### config.mk
export PLATFORM = sky130hd
export DESIGN_NAME = frame_time_statistics_monitor_unit
export DESIGN_NICKNAME = d
export VERILOG_FILES = /design/src/ftsm_pkg.sv /design/src/frame_time_statistics_monitor_unit.sv
export SDC_FILE = /design/constraint.sdc
export NUM_CORES = 1
export LEC_CHECK = 0
export ABC_CLOCK_PERIOD_IN_PS = 11270
export BUFFER_PORTS_ARGS = -buffer_cell sky130_fd_sc_hd__buf_4
export CORE_ASPECT_RATIO = 0.7
export CORE_UTILIZATION = 60
export DETAILED_ROUTE_END_ITERATION = 10
export PLACE_DENSITY_LB_ADDON = 0.12
export SLEW_MARGIN = 10
export SYNTH_ARGS = -nofsm -noshare
export SYNTH_HDL_FRONTEND = slang
export SYNTH_SLANG_ARGS = --single-unit
### constraint.sdc
create_clock -name aclk -period 11.27 [get_ports aclk]
set_input_delay 0.5635 -clock aclk [delete_from_list [all_inputs] [get_ports aclk]]
set_output_delay 0.5635 -clock aclk [all_outputs]
set_load 0.05 [all_outputs]
### src/ftsm_pkg.sv
`timescale 1ns / 1ps
// ----------------------------------------------------------------------------
// ftsm_pkg
// Widths, event codes and transaction types for the frame time statistics
// monitor.
// ----------------------------------------------------------------------------
package ftsm_pkg;

    localparam int DURATION_BITS = 32;
    localparam int COUNT_BITS    = 16;
    localparam int FRACTION_BITS = 8;
    localparam int SUM_BITS      = 48;
    localparam int TICK_BITS     = 32;
    localparam int MEAN_BITS     = DURATION_BITS + FRACTION_BITS;

    // dividend of the mean: window sum with the fraction bits appended
    localparam int NUM_BITS      = SUM_BITS + FRACTION_BITS;
    localparam int STEP_BITS     = $clog2(NUM_BITS);

    localparam logic [TICK_BITS-1:0] WINDOW_TICKS_RESET = TICK_BITS'(1000);

    // event codes
    localparam logic [1:0] KIND_FRAME   = 2'd0;
    localparam logic [1:0] KIND_TICK    = 2'd1;
    localparam logic [1:0] KIND_RESTART = 2'd2;

    typedef struct packed {
        logic [1:0]               kind;
        logic [DURATION_BITS-1:0] frame_duration;
    } ftsm_in_t;

    typedef struct packed {
        logic                     window_closed;
        logic [COUNT_BITS-1:0]    frames_in_window;
        logic [COUNT_BITS-1:0]    peak_rate;
        logic [COUNT_BITS-1:0]    lowest_rate;
        logic [DURATION_BITS-1:0] last_duration;
        logic [DURATION_BITS-1:0] longest_duration;
        logic [DURATION_BITS-1:0] shortest_duration;
        logic [MEAN_BITS-1:0]     average_duration;
    } ftsm_out_t;

endpackage

### src/frame_time_statistics_monitor_unit.sv
`timescale 1ns / 1ps
// ----------------------------------------------------------------------------
// frame_time_statistics_monitor_unit
// Frame duration statistics over tick-counted windows, mean by a bit-serial
// divider.
// ----------------------------------------------------------------------------
// Usage:
//   s_* carries events (frame report, timer tick, restart) in one struct;
//   m_* returns one statistics snapshot per event. cfg_* writes the window
//   length in ticks and is always ready; write it only while the block idles.
// Sequencing:
//   A tick, restart or frame that leaves the window open is registered and
//   then emitted; m_valid and s_ready rise together once the output register
//   is free, and no new event is taken before then. A frame that closes a
//   window first runs the restoring divider, one quotient bit per cycle over
//   the 56-bit dividend, and is then emitted in the same way.
//   s_ready is high whenever no event is being processed, including while a
//   finished snapshot waits in the output register.
// Reset:
//   aresetn (synchronous, active low) clears all statistics and the output
//   valid and sets the window length to 1000 ticks.
// Stall:
//   While m_ready is low the snapshot holds; one more event may be taken and
//   then waits for the output register before s_ready rises again.
// ----------------------------------------------------------------------------
module frame_time_statistics_monitor_unit
    import ftsm_pkg::*;
(
    input  logic                 aclk,
    input  logic                 aresetn,
    // configuration
    input  logic                 cfg_valid,
    output logic                 cfg_ready,
    input  logic [TICK_BITS-1:0] cfg_data,
    // events
    input  logic                 s_valid,
    output logic                 s_ready,
    input  ftsm_in_t             s_data,
    // statistics
    output logic                 m_valid,
    input  logic                 m_ready,
    output ftsm_out_t            m_data
);

    localparam logic [1:0] ST_IDLE = 2'd0;
    localparam logic [1:0] ST_DIV  = 2'd1;
    localparam logic [1:0] ST_EMIT = 2'd2;

    localparam int DIV_BITS = COUNT_BITS + NUM_BITS;

    logic [1:0]               state_reg, state_next;
    logic [TICK_BITS-1:0]     window_ticks_reg, window_ticks_next;
    logic [TICK_BITS-1:0]     elapsed_reg, elapsed_next;
    logic [COUNT_BITS-1:0]    frames_reg, frames_next;
    logic [SUM_BITS-1:0]      sum_reg, sum_next;
    logic [DURATION_BITS-1:0] recent_reg, recent_next;
    logic [DURATION_BITS-1:0] max_dur_reg, max_dur_next;
    logic [DURATION_BITS-1:0] min_dur_reg, min_dur_next;
    logic [COUNT_BITS-1:0]    latched_reg, latched_next;
    logic [COUNT_BITS-1:0]    max_rate_reg, max_rate_next;
    logic [COUNT_BITS-1:0]    min_rate_reg, min_rate_next;
    logic [MEAN_BITS-1:0]     mean_reg, mean_next;
    logic                     closed_reg, closed_next;
    logic [DIV_BITS-1:0]      div_reg, div_next;
    logic [STEP_BITS-1:0]     step_reg, step_next;
    logic                     m_valid_reg, m_valid_next;
    ftsm_out_t                m_data_reg, m_data_next;

    logic                     s_fire;
    logic [COUNT_BITS:0]      frames_inc;
    logic [COUNT_BITS-1:0]    frames_sat;
    logic [SUM_BITS:0]        sum_add;
    logic [SUM_BITS-1:0]      sum_sat;
    logic [TICK_BITS:0]       elapsed_inc;
    logic [DIV_BITS:0]        div_shift;
    logic [COUNT_BITS:0]      div_trial;
    logic [COUNT_BITS:0]      div_diff;

    assign s_ready   = (state_reg == ST_IDLE);
    assign s_fire    = s_valid && s_ready;
    assign cfg_ready = 1'b1;
    assign m_valid   = m_valid_reg;
    assign m_data    = m_data_reg;

    // saturating updates of the window counters
    assign frames_inc  = {1'b0, frames_reg} + {{COUNT_BITS{1'b0}}, 1'b1};
    assign frames_sat  = frames_inc[COUNT_BITS] ? {COUNT_BITS{1'b1}}
                                                : frames_inc[COUNT_BITS-1:0];
    assign sum_add     = {1'b0, sum_reg}
                       + {{(SUM_BITS - DURATION_BITS + 1){1'b0}}, s_data.frame_duration};
    assign sum_sat     = sum_add[SUM_BITS] ? {SUM_BITS{1'b1}} : sum_add[SUM_BITS-1:0];
    assign elapsed_inc = {1'b0, elapsed_reg} + {{TICK_BITS{1'b0}}, 1'b1};

    // restoring divider step: remainder in the top bits, dividend shifting out
    // at the top of the low part and quotient bits entering at the bottom
    assign div_shift = {div_reg, 1'b0};
    assign div_trial = div_shift[DIV_BITS:NUM_BITS];
    assign div_diff  = div_trial - {1'b0, latched_reg};

    always_comb begin
        state_next        = state_reg;
        window_ticks_next = window_ticks_reg;
        elapsed_next      = elapsed_reg;
        frames_next       = frames_reg;
        sum_next          = sum_reg;
        recent_next       = recent_reg;
        max_dur_next      = max_dur_reg;
        min_dur_next      = min_dur_reg;
        latched_next      = latched_reg;
        max_rate_next     = max_rate_reg;
        min_rate_next     = min_rate_reg;
        mean_next         = mean_reg;
        closed_next       = closed_reg;
        div_next          = div_reg;
        step_next         = step_reg;
        m_valid_next      = m_valid_reg;
        m_data_next       = m_data_reg;

        // configuration write
        if (cfg_valid) begin
            window_ticks_next = cfg_data;
        end

        // output register drains
        if (m_valid_reg && m_ready) begin
            m_valid_next = 1'b0;
        end

        case (state_reg)
            ST_IDLE: begin
                if (s_fire) begin
                    closed_next = 1'b0;
                    state_next  = ST_EMIT;
                    case (s_data.kind)
                        KIND_FRAME: begin
                            recent_next = s_data.frame_duration;
                            if (s_data.frame_duration > max_dur_reg) begin
                                max_dur_next = s_data.frame_duration;
                            end
                            if (min_dur_reg == '0 || s_data.frame_duration < min_dur_reg) begin
                                min_dur_next = s_data.frame_duration;
                            end
                            if (elapsed_reg >= window_ticks_reg) begin
                                // window close: latch rate, start mean division
                                closed_next  = 1'b1;
                                elapsed_next = '0;
                                frames_next  = '0;
                                sum_next     = '0;
                                latched_next = frames_sat;
                                if (max_rate_reg < frames_sat) begin
                                    max_rate_next = frames_sat;
                                end
                                if (min_rate_reg == '0 || min_rate_reg > frames_sat) begin
                                    min_rate_next = frames_sat;
                                end
                                div_next   = {{COUNT_BITS{1'b0}}, sum_sat,
                                              {FRACTION_BITS{1'b0}}};
                                step_next  = STEP_BITS'(NUM_BITS - 1);
                                state_next = ST_DIV;
                            end else begin
                                frames_next = frames_sat;
                                sum_next    = sum_sat;
                            end
                        end
                        KIND_TICK: begin
                            elapsed_next = elapsed_inc[TICK_BITS] ? {TICK_BITS{1'b1}}
                                                                  : elapsed_inc[TICK_BITS-1:0];
                        end
                        KIND_RESTART: begin
                            elapsed_next = '0;
                            frames_next  = '0;
                            sum_next     = '0;
                            max_dur_next = '0;
                            min_dur_next = '0;
                            latched_next = '0;
                            mean_next    = '0;
                        end
                        default: begin
                        end
                    endcase
                end
            end

            ST_DIV: begin
                if (div_trial >= {1'b0, latched_reg}) begin
                    div_next = {div_diff[COUNT_BITS-1:0], div_shift[NUM_BITS-1:1], 1'b1};
                end else begin
                    div_next = div_shift[DIV_BITS-1:0];
                end
                step_next = step_reg - STEP_BITS'(1);
                if (step_reg == '0) begin
                    // quotient complete: saturate to the mean width
                    if (div_next[NUM_BITS-1:MEAN_BITS] != '0) begin
                        mean_next = {MEAN_BITS{1'b1}};
                    end else begin
                        mean_next = div_next[MEAN_BITS-1:0];
                    end
                    state_next = ST_EMIT;
                end
            end

            ST_EMIT: begin
                if (!m_valid_reg || m_ready) begin
                    m_valid_next                  = 1'b1;
                    m_data_next.window_closed     = closed_reg;
                    m_data_next.frames_in_window  = latched_reg;
                    m_data_next.peak_rate         = max_rate_reg;
                    m_data_next.lowest_rate       = min_rate_reg;
                    m_data_next.last_duration     = recent_reg;
                    m_data_next.longest_duration  = max_dur_reg;
                    m_data_next.shortest_duration = min_dur_reg;
                    m_data_next.average_duration  = mean_reg;
                    state_next                    = ST_IDLE;
                end
            end

            default: begin
                state_next = ST_IDLE;
            end
        endcase
    end

    // control and statistics state
    always_ff @(posedge aclk) begin
        if (!aresetn) begin
            state_reg        <= ST_IDLE;
            window_ticks_reg <= WINDOW_TICKS_RESET;
            elapsed_reg      <= '0;
            frames_reg       <= '0;
            sum_reg          <= '0;
            recent_reg       <= '0;
            max_dur_reg      <= '0;
            min_dur_reg      <= '0;
            latched_reg      <= '0;
            max_rate_reg     <= '0;
            min_rate_reg     <= '0;
            mean_reg         <= '0;
            m_valid_reg      <= 1'b0;
        end else begin
            state_reg        <= state_next;
            window_ticks_reg <= window_ticks_next;
            elapsed_reg      <= elapsed_next;
            frames_reg       <= frames_next;
            sum_reg          <= sum_next;
            recent_reg       <= recent_next;
            max_dur_reg      <= max_dur_next;
            min_dur_reg      <= min_dur_next;
            latched_reg      <= latched_next;
            max_rate_reg     <= max_rate_next;
            min_rate_reg     <= min_rate_next;
            mean_reg         <= mean_next;
            m_valid_reg      <= m_valid_next;
        end
    end

    // payload and divider datapath
    always_ff @(posedge aclk) begin
        closed_reg <= closed_next;
        div_reg    <= div_next;
        step_reg   <= step_next;
        m_data_reg <= m_data_next;
    end

endmodule
==> out/qor.csv <==
metric,value,unit
run status,"complete, no violations",
Skew-Pair Late Insertion Delay,590,ps
GRT Total Usage,30.7,%
Hold WC Path Type,input port to flip-flop,
Main synth FF type,dfxtp_1,
pre-CTS WS,6520,ps
CTS hold repair buffers,0,
total CTS buffers,53,
Int Pwr,3.54,mW
Final Worst Setup Slack,6350,ps
router iterations before antenna repair,6,
clock power share,40.7,%
PwrDens,151,nW/µm²
fin nets,3169,
max reg flops,185,
Synth area leader,edfxtp_1,
relative slew slack,20.8,%
Crit path required time,11700,ps
Ports,259,
maximum vdd drop,0.138,mV
Root Buffer Master,clkbuf_16,
setup TNS,0,ps
initial core utilization,61.4,%
minimum clock period,4920,ps
I/O Buffers,257,
Worst-path clk slew,70,ps
count of final setup violators,0,
Max Cap Viol,0,
crit path launch type,flip-flop,
"Avg Cell Area, Syn",9.93,µm²
critical path type,flip-flop to flip-flop,
# rows,64,
Max Fclk,0.203,GHz
"Arr. time, crit path",5340,ps
first-pass GRT wire length,114000,µm
clk sinks,579,
layout cell share with drive strength beyond 1,14.0,%
H-tree lvl count,2,
First DRT Iteration DRCs,1895,
final WL,71400,µm
# DRC,0,
clock skew,9.16,ps
total core area,44000,µm²
register share of total power,48.5,%
via count,21600,
post-CTS sizing,0,
vias in the first global route,20600,
worst-path fanout max,32,
pin count of the biggest net entering global routing,100,
sw frac,25.0,%
worst slew pin tran,1190,ps
critical path capture point type,flip-flop,
Cells after Synth,2721,
dpl hpwl,50000,µm
Die Height,180,µm
routed length per instance,20.1,µm
sequential fraction of the synthesis area,52.7,%
Post-CTS Setup Repair Bufs,0,
grt ovf,0,
"EDFF count, synth",264,
Chip Width,256,µm
Placer Congestion,0.914,
minimum hold slack,205,ps
Static Leakage,12.3,nW
synthesized area,27000,µm²
fin. max-slew vios,0,
Synth top area share,29.3,%
Finished Core Util,71.1,%
Psw,1.18,mW
crit share post-route,43.6,%
Synthesis Warnings,0,
TritonCTS clock tree,built,
RSZ-0062 raised after global routing,false,
"top cells by area, synth","edfxtp_1, dfxtp_1, ha_1, nand2_1, a21oi_1",
"Hold Vio Cnt, Final",0,
antenna-violating nets left,0,
post-synthesis async set-or-reset flop share,0,%
Synth cell types,78,
Die Area,45900,µm²
Syn Nets,2969,
combinational share of power,10.9,%
"FF+latch count, synth",579,
area grow syn2layout,15.9,%
vias per cell,6.08,
Bufs on Longest Clock Path,3,
initial antenna violation count,1,
-- synthesized netlist by cell type (13+ instances only) --
master,instances
nor2_1,216
o211ai_1,14
nand4_1,41
o21ai_1,13
nor2b_1,17
a21oi_1,221
nor4_1,24
a21o_1,46
ha_1,175
clkbuf_1,111
nand2_1,347
mux2i_1,63
dfxtp_1,315
and3_1,29
xnor2_1,36
edfxtp_1,264
nand3_1,85
nand2b_1,16
nor3_1,20
o31ai_1,33
inv_1,157
buf_2,18
a22o_1,36
o21a_1,17
xor2_1,24
and2_1,19
a211oi_1,29
a31oi_1,35
o21ai_0,154
-- layer usage --
layer / wire, µm / global-route usage, % / vias to the layer above
met5: 13 / 0 / -
met1: 32600 / 46.6 / 10400
met3: 6810 / 6.43 / 112
met2: 30600 / 44.9 / 925
met4: 1410 / 6.97 / 2
li1: - / - / 10200
-- cells in the final DEF, fill, tap and decap left out, types with 41 or more instances in the layout --
cell / n
nor2_1: 211
mux2i_1: 63
edfxtp_1: 264
dfxtp_1: 315
inv_1: 156
nand2_1: 347
o21ai_0: 154
buf_4: 281
nand3_1: 85
nand4_1: 41
a21o_1: 46
a21oi_1: 220
clkbuf_16: 56
ha_1: 175
-- worst paths after layout --
check | start | endpoint | slack, ps | cells past startpoint
worst min register to register | mean_reg[18]$_SDFFE_PN0P_ | m_data[18]$_DFFE_PP_ | 430 | 0
worst max register to register | frames_reg[0]$_SDFFE_PN0P_ | min_rate_reg[6]$_SDFFE_PN0P_ | 6350 | 14
worst min-delay path | cfg_data[5] | window_ticks_reg[5]$_SDFFE_PN1P_ | 210 | 3
worst max-delay path | frames_reg[0]$_SDFFE_PN0P_ | min_rate_reg[6]$_SDFFE_PN0P_ | 6350 | 14
-- cell type report --
cell class | instances | area [µm²]
diodes | 1 | 2.50
clock buffers | 72 | 1540
clock inverters | 28 | 334
fillers | 3341 | 12700
inverters | 157 | 592
multi-input cells | 1849 | 11800
flip-flops and latches | 579 | 14200
well taps | 594 | 743
repair buffers | 281 | 2110
-- through the flow --
stage                     instances  total power, mW  area, µm²
after CTS                      3560             4.74      31300
after global routing           3560             4.87      31300
after global placement         3460             2.82      29400
after floorplan                2721             2.67      27000
final                          3561             4.72      31300
after detailed placement       3460             2.83      29400
-- power by group through the flow --
stage / Sequential [mW] / Clock [mW] / Combinational (mW)
6_report: 2.29 / 1.92 / 0.513
5_1_grt: 2.29 / 2.03 / 0.552
4_1_cts: 2.29 / 1.94 / 0.507
3_5_place_dp: 2.33 / 0 / 0.503
3_3_place_gp: 2.33 / 0 / 0.490
2_1_floorplan: 2.43 / 0 / 0.236
-- kinds of logic after synthesis --
| group | count (synthesis) | synth area share [%] |
|---|---|---|
| muxes | 66 | 2.46 |
| and+or+nand+nor | 847 | 14.2 |
| xor gates and xnor gates | 60 | 1.94 |
| DFF | 579 | 52.7 |
| buffers and inverters | 293 | 4.17 |
| other | 1 | 0.0139 |
| AOI/OAI and AO/OA | 697 | 16.3 |
| adders and majority gates | 178 | 8.29 |
-- worst max-delay path, cell delays in order, from the launching register on --
cell and delay [ps]:
dfxtp_1 410, ha_1 220, nand2_1 120, nor3_2 480
nand2_1 400, nand2_1 260, inv_1 110, ha_1 310
nand4_1 220, nor4_1 430, o211ai_1 180, o21ai_0 190
nand4_1 900, nand3_1 370, o21ai_0 130
Power figures use the tool's default switching activity.
